## src/design/aals_pkg.sv

```systemverilog
// Shared types, widths and constants of the antialiased line stepper.
`default_nettype none

package aals_pkg;

   localparam int X_W = 10;
   localparam int Y_W = 9;
   localparam int COLOR_W = 16;
   localparam int COV_W = 8;
   // 255 * remainder, remainder below the 10-bit major length
   localparam int NUM_W = X_W + COV_W;

   localparam int SCREEN_WIDTH = 640;
   localparam int SCREEN_HEIGHT = 480;

   localparam logic [COV_W-1:0] FULL_COVER = 8'd255;

   localparam logic ACT_START = 1'b0;
   localparam logic ACT_ADVANCE = 1'b1;

   typedef enum logic [1:0] {
      MODE_VERT = 2'd0,
      MODE_HORZ = 2'd1,
      MODE_YMAJ = 2'd2,
      MODE_XMAJ = 2'd3
   } mode_type;

   typedef enum logic [1:0] {
      ST_IDLE = 2'd0,
      ST_DIV  = 2'd1,
      ST_OUT1 = 2'd2,
      ST_OUT2 = 2'd3
   } state_type;

   // decoded start beat
   typedef struct packed {
      logic             ok;
      mode_type         mode;
      logic [X_W-1:0]   major0;
      logic [X_W-1:0]   major_end;
      logic [X_W-1:0]   minor0;
      logic [X_W-1:0]   span;
      logic [X_W-1:0]   mag;
      logic             neg;
   } line_type;

endpackage

`default_nettype wire

```

## src/design/aals_ifs.sv

```systemverilog
// Valid/ready channel interfaces for request and response beats.
`default_nettype none

interface aals_req_if;
   logic                          valid;
   logic                          ready;
   logic                          action;
   logic [aals_pkg::X_W-1:0]      x_start;
   logic [aals_pkg::Y_W-1:0]      y_start;
   logic [aals_pkg::X_W-1:0]      x_end;
   logic [aals_pkg::Y_W-1:0]      y_end;
   logic [aals_pkg::COLOR_W-1:0]  color;

   modport source (
      output valid, action, x_start, y_start, x_end, y_end, color,
      input  ready
   );
   modport sink (
      input  valid, action, x_start, y_start, x_end, y_end, color,
      output ready
   );
endinterface

interface aals_rsp_if;
   logic                          valid;
   logic                          ready;
   logic [aals_pkg::X_W-1:0]      pixel_x;
   logic [aals_pkg::Y_W-1:0]      pixel_y;
   logic [aals_pkg::COLOR_W-1:0]  pixel_color;
   logic [aals_pkg::COV_W-1:0]    coverage;
   logic                          last_of_step;
   logic                          line_done;

   modport source (
      output valid, pixel_x, pixel_y, pixel_color, coverage, last_of_step, line_done,
      input  ready
   );
   modport sink (
      input  valid, pixel_x, pixel_y, pixel_color, coverage, last_of_step, line_done,
      output ready
   );
endinterface

`default_nettype wire

```

## src/design/aals_setup.sv

```systemverilog
// Start beat decode: bounds check, mode pick, endpoint ordering, line spans.
`default_nettype none

module aals_setup (
   input  wire logic [aals_pkg::X_W-1:0] x_start,
   input  wire logic [aals_pkg::Y_W-1:0] y_start,
   input  wire logic [aals_pkg::X_W-1:0] x_end,
   input  wire logic [aals_pkg::Y_W-1:0] y_end,
   output aals_pkg::line_type            line
);
   import aals_pkg::*;

   logic signed [X_W:0] dx;
   logic signed [Y_W:0] dy;
   logic [X_W-1:0]      adx;
   logic [Y_W-1:0]      ady;
   logic                swap;
   mode_type            mode;
   logic [X_W-1:0]      from_x, to_x;
   logic [Y_W-1:0]      from_y, to_y;
   logic                ymaj;
   logic [X_W-1:0]      minor_end;

   always_comb begin
      dx = $signed({1'b0, x_end}) - $signed({1'b0, x_start});
      dy = $signed({1'b0, y_end}) - $signed({1'b0, y_start});
      adx = dx[X_W] ? X_W'(-dx) : dx[X_W-1:0];
      ady = dy[Y_W] ? Y_W'(-dy) : dy[Y_W-1:0];

      if (dx == '0) begin
         mode = MODE_VERT;
         swap = dy[Y_W];
      end else if (dy == '0) begin
         mode = MODE_HORZ;
         swap = dx[X_W];
      end else if ({1'b0, ady} >= adx) begin
         mode = MODE_YMAJ;
         swap = dy[Y_W];
      end else begin
         mode = MODE_XMAJ;
         swap = dx[X_W];
      end

      from_x = swap ? x_end : x_start;
      to_x   = swap ? x_start : x_end;
      from_y = swap ? y_end : y_start;
      to_y   = swap ? y_start : y_end;
      ymaj   = (mode == MODE_VERT) || (mode == MODE_YMAJ);

      line.ok = ({1'b0, x_start} < (X_W+1)'(SCREEN_WIDTH)) &&
                ({1'b0, x_end} < (X_W+1)'(SCREEN_WIDTH)) &&
                ({1'b0, y_start} < (Y_W+1)'(SCREEN_HEIGHT)) &&
                ({1'b0, y_end} < (Y_W+1)'(SCREEN_HEIGHT));
      line.mode      = mode;
      line.major0    = ymaj ? {1'b0, from_y} : from_x;
      line.major_end = ymaj ? {1'b0, to_y} : to_x;
      line.minor0    = ymaj ? from_x : {1'b0, from_y};
      minor_end      = ymaj ? to_x : {1'b0, to_y};
      line.span      = line.major_end - line.major0;
      line.neg       = minor_end < line.minor0;
      line.mag       = line.neg ? (line.minor0 - minor_end) : (minor_end - line.minor0);
   end

endmodule

`default_nettype wire

```

## src/design/aals_alpha_div.sv

```systemverilog
// Bit-serial restoring divider for the coverage weight, one quotient bit per cycle.
`default_nettype none

module aals_alpha_div (
   input  wire logic                         clock,
   input  wire logic                         reset,
   input  wire logic                         start,
   input  wire logic [aals_pkg::NUM_W-1:0]   numer,
   input  wire logic [aals_pkg::X_W-1:0]     denom,
   output logic                              done,
   output logic [aals_pkg::COV_W-1:0]        quotient
);
   import aals_pkg::*;

   localparam int CNT_W = $clog2(COV_W);

   logic             active_ff, active_in;
   logic             done_ff, done_in;
   logic [CNT_W-1:0] cnt_ff, cnt_in;
   logic [X_W-1:0]   rem_ff, rem_in;
   logic [X_W-1:0]   den_ff, den_in;
   logic [COV_W-1:0] num_ff, num_in;
   logic [COV_W-1:0] quo_ff, quo_in;
   logic [X_W:0]     trial;
   logic             fits;

   always_comb begin
      // quotient is known to fit COV_W bits, so the high part starts below the divisor
      trial     = {rem_ff, num_ff[COV_W-1]};
      fits      = trial >= {1'b0, den_ff};
      active_in = active_ff;
      done_in   = 1'b0;
      cnt_in    = cnt_ff;
      rem_in    = rem_ff;
      den_in    = den_ff;
      num_in    = num_ff;
      quo_in    = quo_ff;
      if (start) begin
         active_in = 1'b1;
         cnt_in    = '0;
         rem_in    = numer[NUM_W-1:COV_W];
         num_in    = numer[COV_W-1:0];
         den_in    = denom;
      end else if (active_ff) begin
         rem_in = fits ? X_W'(trial - {1'b0, den_ff}) : trial[X_W-1:0];
         num_in = {num_ff[COV_W-2:0], 1'b0};
         quo_in = {quo_ff[COV_W-2:0], fits};
         cnt_in = cnt_ff + 1'b1;
         if (cnt_ff == CNT_W'(COV_W-1)) begin
            active_in = 1'b0;
            done_in   = 1'b1;
         end
      end
   end

   always_ff @(posedge clock) begin
      if (reset) begin
         active_ff <= 1'b0;
         done_ff   <= 1'b0;
         cnt_ff    <= '0;
      end else begin
         active_ff <= active_in;
         done_ff   <= done_in;
         cnt_ff    <= cnt_in;
      end
      rem_ff <= rem_in;
      den_ff <= den_in;
      num_ff <= num_in;
      quo_ff <= quo_in;
   end

   assign done     = done_ff;
   assign quotient = quo_ff;

   a_no_restart: assert property (@(posedge clock) disable iff (reset)
      start |-> !active_ff) else $error("divider restarted while busy");
   a_rem_below: assert property (@(posedge clock) disable iff (reset)
      active_ff |-> rem_ff < den_ff) else $error("partial remainder not below divisor");
   a_done_after_run: assert property (@(posedge clock) disable iff (reset)
      done_ff |-> $past(active_ff) && !active_ff) else $error("done without a run");

endmodule

`default_nettype wire

```

## src/design/antialiased_line_stepper.sv

```systemverilog
// Top level: line state, step walker, coverage sequencing and output register.
//
//   channel   dir   beat contents
//   req_chan  in    action, x_start, y_start, x_end, y_end, color
//   rsp_chan  out   pixel_x, pixel_y, pixel_color, coverage, last_of_step, line_done
//
// A start beat and an ignored advance leave the step machine in idle.
// An advance with a full-coverage pixel goes straight to a single write; an antialiased
// one runs the bit-serial coverage divider, then writes the pixel and, for a nonzero weight, its neighbor.
// The minor position is walked incrementally, one add/compare per step.
// Output stalls hold the step machine; a finished beat waits in the output register
// while the next request is taken. Synchronous reset returns to idle, no line.
`default_nettype none

module antialiased_line_stepper (
   input  wire logic   clock,
   input  wire logic   reset,
   aals_req_if.sink    req_chan,
   aals_rsp_if.source  rsp_chan
);
   import aals_pkg::*;

   state_type            state_ff, state_in;
   line_type             setup_line;

   logic                 drawing_ff;
   mode_type             mode_ff;
   logic [X_W-1:0]       major_pos_ff;
   logic [X_W-1:0]       end_ff;
   logic [X_W-1:0]       minor0_ff;
   logic [X_W-1:0]       span_ff;
   logic [X_W-1:0]       mag_ff;
   logic                 neg_ff;
   logic [X_W-1:0]       q_ff;
   logic [X_W-1:0]       r_ff;
   logic [COLOR_W-1:0]   color_ff;

   logic [X_W-1:0]       res_x_ff, alt_x_ff;
   logic [Y_W-1:0]       res_y_ff, alt_y_ff;
   logic                 plain_ff;
   logic                 fin_ff;

   logic                 rsp_valid_ff;
   logic [X_W-1:0]       rsp_x_ff;
   logic [Y_W-1:0]       rsp_y_ff;
   logic [COLOR_W-1:0]   rsp_color_ff;
   logic [COV_W-1:0]     rsp_cov_ff;
   logic                 rsp_last_ff;
   logic                 rsp_done_ff;

   logic                 accept, start_go, step_go;
   logic                 ymaj, is_major, plain, step_done;
   logic [X_W-1:0]       minor, minor_alt;
   logic [X_W:0]         r_sum;
   logic                 r_wrap;
   logic [NUM_W-1:0]     numer;
   logic                 div_start, div_done;
   logic [COV_W-1:0]     alpha;
   logic                 out_free, load_out;
   logic [X_W-1:0]       out_x;
   logic [Y_W-1:0]       out_y;
   logic [COV_W-1:0]     out_cov;
   logic                 out_last, out_done, last1;

   aals_setup u_setup (
      .x_start (req_chan.x_start),
      .y_start (req_chan.y_start),
      .x_end   (req_chan.x_end),
      .y_end   (req_chan.y_end),
      .line    (setup_line)
   );

   aals_alpha_div u_div (
      .clock    (clock),
      .reset    (reset),
      .start    (div_start),
      .numer    (numer),
      .denom    (span_ff),
      .done     (div_done),
      .quotient (alpha)
   );

   assign req_chan.ready = (state_ff == ST_IDLE);
   assign accept   = req_chan.valid & req_chan.ready;
   assign start_go = accept & (req_chan.action == ACT_START);
   assign step_go  = accept & (req_chan.action == ACT_ADVANCE) & drawing_ff;

   always_comb begin
      ymaj      = (mode_ff == MODE_VERT) || (mode_ff == MODE_YMAJ);
      is_major  = (mode_ff == MODE_YMAJ) || (mode_ff == MODE_XMAJ);
      plain     = !is_major || (r_ff == '0);
      step_done = major_pos_ff >= end_ff;
      minor     = neg_ff ? (minor0_ff - q_ff) : (minor0_ff + q_ff);
      // neighbor toward the sign of the remainder
      minor_alt = neg_ff ? (minor - 1'b1) : (minor + 1'b1);
      r_sum     = {1'b0, r_ff} + {1'b0, mag_ff};
      r_wrap    = r_sum >= {1'b0, span_ff};
      // 255 * r
      numer     = {r_ff, {COV_W{1'b0}}} - {{COV_W{1'b0}}, r_ff};
   end

   // step sequencer
   always_comb begin
      state_in  = state_ff;
      div_start = 1'b0;
      load_out  = 1'b0;
      out_free  = !rsp_valid_ff || rsp_chan.ready;
      last1     = plain_ff || (alpha == '0);
      out_x     = res_x_ff;
      out_y     = res_y_ff;
      out_cov   = plain_ff ? FULL_COVER : (FULL_COVER - alpha);
      out_last  = last1;
      out_done  = last1 & fin_ff;
      unique case (state_ff)
         ST_IDLE: begin
            if (step_go) begin
               div_start = !plain;
               state_in  = plain ? ST_OUT1 : ST_DIV;
            end
         end
         ST_DIV: begin
            if (div_done) state_in = ST_OUT1;
         end
         ST_OUT1: begin
            if (out_free) begin
               load_out = 1'b1;
               state_in = last1 ? ST_IDLE : ST_OUT2;
            end
         end
         ST_OUT2: begin
            out_x    = alt_x_ff;
            out_y    = alt_y_ff;
            out_cov  = alpha;
            out_last = 1'b1;
            out_done = fin_ff;
            if (out_free) begin
               load_out = 1'b1;
               state_in = ST_IDLE;
            end
         end
         default: state_in = ST_IDLE;
      endcase
   end

   always_ff @(posedge clock) begin
      if (reset) begin
         state_ff     <= ST_IDLE;
         drawing_ff   <= 1'b0;
         rsp_valid_ff <= 1'b0;
      end else begin
         state_ff <= state_in;
         if (start_go) begin
            drawing_ff <= setup_line.ok;
         end else if (step_go && step_done) begin
            drawing_ff <= 1'b0;
         end
         if (load_out) begin
            rsp_valid_ff <= 1'b1;
         end else if (rsp_chan.ready) begin
            rsp_valid_ff <= 1'b0;
         end
      end
   end

   // line state and walker
   always_ff @(posedge clock) begin
      if (start_go && setup_line.ok) begin
         mode_ff      <= setup_line.mode;
         major_pos_ff <= setup_line.major0;
         end_ff       <= setup_line.major_end;
         minor0_ff    <= setup_line.minor0;
         span_ff      <= setup_line.span;
         mag_ff       <= setup_line.mag;
         neg_ff       <= setup_line.neg;
         q_ff         <= '0;
         r_ff         <= '0;
         color_ff     <= req_chan.color;
      end else if (step_go) begin
         res_x_ff <= ymaj ? minor : major_pos_ff;
         res_y_ff <= ymaj ? major_pos_ff[Y_W-1:0] : minor[Y_W-1:0];
         alt_x_ff <= ymaj ? minor_alt : major_pos_ff;
         alt_y_ff <= ymaj ? major_pos_ff[Y_W-1:0] : minor_alt[Y_W-1:0];
         plain_ff <= plain;
         fin_ff   <= step_done;
         if (!step_done) begin
            major_pos_ff <= major_pos_ff + 1'b1;
            if (is_major) begin
               q_ff <= r_wrap ? (q_ff + 1'b1) : q_ff;
               r_ff <= r_wrap ? X_W'(r_sum - {1'b0, span_ff}) : r_sum[X_W-1:0];
            end
         end
      end
   end

   // color travels with the beat so a new start cannot alter a waiting pixel
   always_ff @(posedge clock) begin
      if (load_out) begin
         rsp_x_ff     <= out_x;
         rsp_y_ff     <= out_y;
         rsp_color_ff <= color_ff;
         rsp_cov_ff   <= out_cov;
         rsp_last_ff  <= out_last;
         rsp_done_ff  <= out_done;
      end
   end

   assign rsp_chan.valid        = rsp_valid_ff;
   assign rsp_chan.pixel_x      = rsp_x_ff;
   assign rsp_chan.pixel_y      = rsp_y_ff;
   assign rsp_chan.pixel_color  = rsp_color_ff;
   assign rsp_chan.coverage     = rsp_cov_ff;
   assign rsp_chan.last_of_step = rsp_last_ff;
   assign rsp_chan.line_done    = rsp_done_ff;

   a_cov_nonzero: assert property (@(posedge clock) disable iff (reset)
      load_out |=> rsp_cov_ff != '0) else $error("zero-coverage beat emitted");
   a_done_is_last: assert property (@(posedge clock) disable iff (reset)
      load_out && out_done |-> out_last) else $error("line end not on last beat of step");
   a_rem_range: assert property (@(posedge clock) disable iff (reset)
      drawing_ff && is_major |-> r_ff < span_ff) else $error("walker remainder out of range");
   a_div_only_aa: assert property (@(posedge clock) disable iff (reset)
      state_ff == ST_DIV |-> !plain_ff) else $error("divide on a full-coverage step");

endmodule

`default_nettype wire

```

## src/flat_wrapper.sv

```systemverilog
// flat-port wrapper written by rule: the top's interface ports become plain ports
module antialiased_line_stepper_flat import aals_pkg::*;
  (clock, reset, req_chan_valid, req_chan_action, req_chan_x_start, req_chan_y_start, req_chan_x_end, req_chan_y_end, req_chan_color, req_chan_ready, rsp_chan_valid, rsp_chan_pixel_x, rsp_chan_pixel_y, rsp_chan_pixel_color, rsp_chan_coverage, rsp_chan_last_of_step, rsp_chan_line_done, rsp_chan_ready);
  aals_req_if req_chan_i ();
  aals_rsp_if rsp_chan_i ();
  input  wire logic clock;
  input  wire logic reset;
  input wire logic [$bits(req_chan_i.valid)-1:0] req_chan_valid;
  input wire logic [$bits(req_chan_i.action)-1:0] req_chan_action;
  input wire logic [$bits(req_chan_i.x_start)-1:0] req_chan_x_start;
  input wire logic [$bits(req_chan_i.y_start)-1:0] req_chan_y_start;
  input wire logic [$bits(req_chan_i.x_end)-1:0] req_chan_x_end;
  input wire logic [$bits(req_chan_i.y_end)-1:0] req_chan_y_end;
  input wire logic [$bits(req_chan_i.color)-1:0] req_chan_color;
  output wire logic [$bits(req_chan_i.ready)-1:0] req_chan_ready;
  output wire logic [$bits(rsp_chan_i.valid)-1:0] rsp_chan_valid;
  output wire logic [$bits(rsp_chan_i.pixel_x)-1:0] rsp_chan_pixel_x;
  output wire logic [$bits(rsp_chan_i.pixel_y)-1:0] rsp_chan_pixel_y;
  output wire logic [$bits(rsp_chan_i.pixel_color)-1:0] rsp_chan_pixel_color;
  output wire logic [$bits(rsp_chan_i.coverage)-1:0] rsp_chan_coverage;
  output wire logic [$bits(rsp_chan_i.last_of_step)-1:0] rsp_chan_last_of_step;
  output wire logic [$bits(rsp_chan_i.line_done)-1:0] rsp_chan_line_done;
  input wire logic [$bits(rsp_chan_i.ready)-1:0] rsp_chan_ready;
  assign req_chan_i.valid = req_chan_valid;
  assign req_chan_i.action = req_chan_action;
  assign req_chan_i.x_start = req_chan_x_start;
  assign req_chan_i.y_start = req_chan_y_start;
  assign req_chan_i.x_end = req_chan_x_end;
  assign req_chan_i.y_end = req_chan_y_end;
  assign req_chan_i.color = req_chan_color;
  assign req_chan_ready = req_chan_i.ready;
  assign rsp_chan_valid = rsp_chan_i.valid;
  assign rsp_chan_pixel_x = rsp_chan_i.pixel_x;
  assign rsp_chan_pixel_y = rsp_chan_i.pixel_y;
  assign rsp_chan_pixel_color = rsp_chan_i.pixel_color;
  assign rsp_chan_coverage = rsp_chan_i.coverage;
  assign rsp_chan_last_of_step = rsp_chan_i.last_of_step;
  assign rsp_chan_line_done = rsp_chan_i.line_done;
  assign rsp_chan_i.ready = rsp_chan_ready;
  antialiased_line_stepper u_core (.clock(clock), .reset(reset), .req_chan(req_chan_i), .rsp_chan(rsp_chan_i));
endmodule
```

## config.mk

```make
export PLATFORM = sky130hd
export DESIGN_NAME = antialiased_line_stepper_flat
export DESIGN_NICKNAME = d
export VERILOG_FILES = /design/src/design/aals_pkg.sv /design/src/design/aals_ifs.sv /design/src/design/aals_setup.sv /design/src/design/aals_alpha_div.sv /design/src/design/antialiased_line_stepper.sv /design/src/flat_wrapper.sv
export SDC_FILE = /design/constraint.sdc
export NUM_CORES = 1
export LEC_CHECK = 0
export BUFFER_PORTS_ARGS = -buffer_cell sky130_fd_sc_hd__buf_2
export CELL_PAD_IN_SITES_DETAIL_PLACEMENT = 0
export CELL_PAD_IN_SITES_GLOBAL_PLACEMENT = 2
export CORE_ASPECT_RATIO = 0.7
export CORE_MARGIN = 1.5
export CORE_UTILIZATION = 40
export CTS_CLUSTER_SIZE = 24
export DETAILED_ROUTE_END_ITERATION = 16
export PLACE_DENSITY_LB_ADDON = 0.15
export SLEW_MARGIN = 20
export SYNTH_ARGS = -nofsm -noshare
export SYNTH_HDL_FRONTEND = slang
export SYNTH_SLANG_ARGS = --single-unit
```

## constraint.sdc

```tcl
create_clock -name clock -period 9.3 [get_ports clock]
set_input_delay 0.93 -clock clock [delete_from_list [all_inputs] [get_ports clock]]
set_output_delay 0.93 -clock clock [all_outputs]
set_load 0.05 [all_outputs]
```

==> reports/summary.txt <==
minimum hold slack = 418.2 ps
Critical R2R Launch = u_core.r_ff[1]$_SDFFE_PP0P_
Max stage delay cell, worst path = or2_2
reg-to-reg setup timing slack = 4830 ps
ys flop type = edfxtp_1
initial cell density of the core = 40.95%
fin util = 45.90%
synthesis-to-layout area growth = 12.09%
CTS max path bufs = 3
largest net degree at the start of global routing = 56
Setup crit start kind = primary input
I/O pin total = 106
initial antenna violation count = 1
met2 WL post-DR = 16290 microns
clock period minus worst slack = 7892 ps
worst hold stages = 0
Die ar. = 38330 sq um
Leakage Power = 6.969 nW
layout filler cell count = 3498
CTS H-tree depth = 1
FF+latch count, synth = 219
die span in y = 164.3 microns
Peak VDD IR = 0.09010 mV
Final TNS setup = 0 ps
Final Cycle Share = 84.86%
post-route setup slack = 1408 ps
WL final = 38870 microns
endpoints failing hold = 0
first-pass GRT wire length = 61090 microns
Yosys cell types = 66
Critical R2R Capture = u_core.r_ff[2]$_SDFFE_PP0P_
HP Start = u_core.color_ff[3]$_DFFE_PP_
DRT Pass-1 Iters = 5
cells after synthesis = 1516
CP Capture Type = register
gr usage total = 20.58%
DR DRC count = 0
Synth top cells by count = edfxtp_1, inv_1, a21oi_1
share of the synthesized area in the top cell type = 38.40%
Met3 Wirelength = 1523 microns
top cells by area, synth = edfxtp_1, ha_1, mux2i_1
post-detailed-route count of antenna-violating nets = 0
total CTS buffers = 23
Core Area = 36280 sq um
worst hold endpoint = u_core.rsp_chan.pixel_color[3]$_DFFE_PP_
Least-Margin Pin Slew = 890.7 ps
dpl ws = 1007 ps
Via Count = 11260
Post-Layout Cell Count = 2099
Root Driver = clkbuf_16
Worst path most repeated cell = a21oi_1
total power = 3.713 mW
routed len/inst = 18.52 microns
leading area contributor after synthesis = edfxtp_1
grt ovf = 0
Fmax achieved = 0.1267 GHz
count leader, synth = edfxtp_1
Max Used Layer = met5
# diodes = 0
placed cell count = 2057
Die X = 233.4 microns
Hold Path Class = reg2reg
Final Max Slew Viols = 0
HPWL after DPL = 30250 microns
hold buffers post-CTS = 0
register area share after synthesis = 42.31%
Final setup viols = 0
RSZ-0062 raised after global routing = no
layout cell share with drive strength beyond 1 = 12.35%
cell area after layout = 16650 sq um
Iter 0 DRT Violations = 771
Crit Path Class = in2reg
ys async rst share = 0%
Port Buffer Count = 105
Post CTS Setup Buffer Count = 0
Crit path largest cell delay = 520 ps
outcome = completed
Final GP Congestion = 0.8781
Slew HR = 39.86%
Clock transition at path regs = 60 ps
Post-Syn Area = 14860 sq um
met1 WL = 20440 microns
cts repair resizes = 0
R2R cell count = 17
# rows = 58
Clock Sinks = 219
Worst Skew = 16.55 ps
Maximum Capacitance Violations = 0
# nets final = 1793
clk_lat worst skew = 530 ps
Area after DPL = 15910 sq um
Synth Warn # = 0
crit path max fanout = 37
syn avg cell area = 9.801 sq um
EDFF count, synth = 190
worst path required time = 9670 ps
CTS tree = done
Vias/cell = 5.364
PwrDens = 222.9 nW/um^2
Worst Path Arrival = 8260 ps
Mapped Nets = 1707
vias in the first global route = 10620
## sequential cells by signal, indices dropped and copies added (netlist names), 10 cells and up
signal,count
u_core.color_ff,16
u_core.rsp_chan.pixel_color,16
u_core.alt_x_ff,10
u_core.end_ff,10
u_core.mag_ff,10
u_core.major_pos_ff,10
u_core.minor0_ff,10
u_core.q_ff,10
u_core.r_ff,10
u_core.res_x_ff,10
u_core.rsp_chan.pixel_x,10
u_core.span_ff,10
u_core.u_div.den_ff,10
u_core.u_div.rem_ff,10
## worst max-delay path, delay by kind of cell
| family | cells | cell delay (ps) |
|---|---|---|
| adder cells (fa/ha/maj) | 3 | 1110 |
| XOR/XNOR | 1 | 90 |
| multiplexers | 2 | 690 |
| buffers and inverters | 5 | 1020 |
| AO/OA/AOI/OAI | 14 | 3100 |
| AND/OR/NAND/NOR | 6 | 1290 |
## cells in the final DEF (no fill, tap or decap), types with 5 or more instances in the layout
| cell | count |
|---|---|
| a211oi_1 | 9 |
| a21boi_0 | 10 |
| a21o_1 | 35 |
| a21oi_1 | 123 |
| a31oi_1 | 7 |
| and2_1 | 7 |
| and3_1 | 7 |
| buf_2 | 105 |
| buf_4 | 15 |
| clkbuf_1 | 8 |
| clkbuf_16 | 23 |
| dfxtp_1 | 29 |
| edfxtp_1 | 190 |
| fa_1 | 10 |
| ha_1 | 122 |
| inv_1 | 129 |
| mux2_2 | 29 |
| mux2i_1 | 65 |
| nand2_1 | 119 |
| nand2b_1 | 15 |
| nand3_1 | 28 |
| nand4_1 | 12 |
| nor2_1 | 117 |
| nor2b_1 | 19 |
| nor3_1 | 22 |
| nor4_1 | 9 |
| o2111ai_1 | 5 |
| o211ai_1 | 7 |
| o21a_1 | 11 |
| o21ai_0 | 107 |
| o21bai_1 | 17 |
| o22ai_1 | 6 |
| o311ai_0 | 5 |
| o31ai_1 | 10 |
| or2_2 | 5 |
| or3_1 | 8 |
| or4_1 | 6 |
| xnor2_1 | 69 |
| xor2_1 | 37 |
## worst max-delay path by stage
stage,from,to,slack (ps)
finish,req_chan_y_start[3],u_core.mag_ff[7]$_DFFE_PP_,1410
global route,req_chan_y_start[3],u_core.mag_ff[7]$_DFFE_PP_,890
CTS,req_chan_y_start[3],u_core.mag_ff[7]$_DFFE_PP_,1540
detailed placement,req_chan_y_start[3],u_core.mag_ff[7]$_DFFE_PP_,1010
global placement,req_chan_y_start[3],u_core.mag_ff[7]$_DFFE_PP_,1150
floorplan,req_chan_y_start[3],u_core.mag_ff[1]$_DFFE_PP_,1770
## cell type report
type,count,area (sq um),area share (%)
tap,480,600.6,3.606
timing repair buffer,121,658.1,3.952
sequential,219,6286,37.74
clock inverter,9,115.1,0.6912
inverter,130,489.2,2.937
clock buffer,33,633.1,3.801
multi-input combinational,1107,7873,47.27
## logic make-up (layout without fill, tap and decap cells)
family	Yosys count	count (layout)	share of synthesized area [%]
AOI/OAI and AO/OA	393	393	16.50
and+or+nand+nor	381	381	11.72
DFF	219	219	42.31
buffers and inverters	190	293	4.876
adders and majority gates	132	132	11.62
xor gates and xnor gates	107	107	6.400
muxes	94	94	6.577
## layer usage
layer / up-vias / GRT usage (%)
met5: - / 0
met4: 2 / 3.548
met3: 39 / 2.708
met2: 206 / 30.86
met1: 5360 / 31.66
li1: 5652 / -
## power breakdown
group          total, mW  internal, mW  switching, mW
Combinational       1.60         0.645          0.954
Clock              0.918         0.534          0.384
Sequential          1.20          1.17         0.0226
Total               3.71          2.35           1.36
Note: power is estimated with default switching activity, not from simulation.
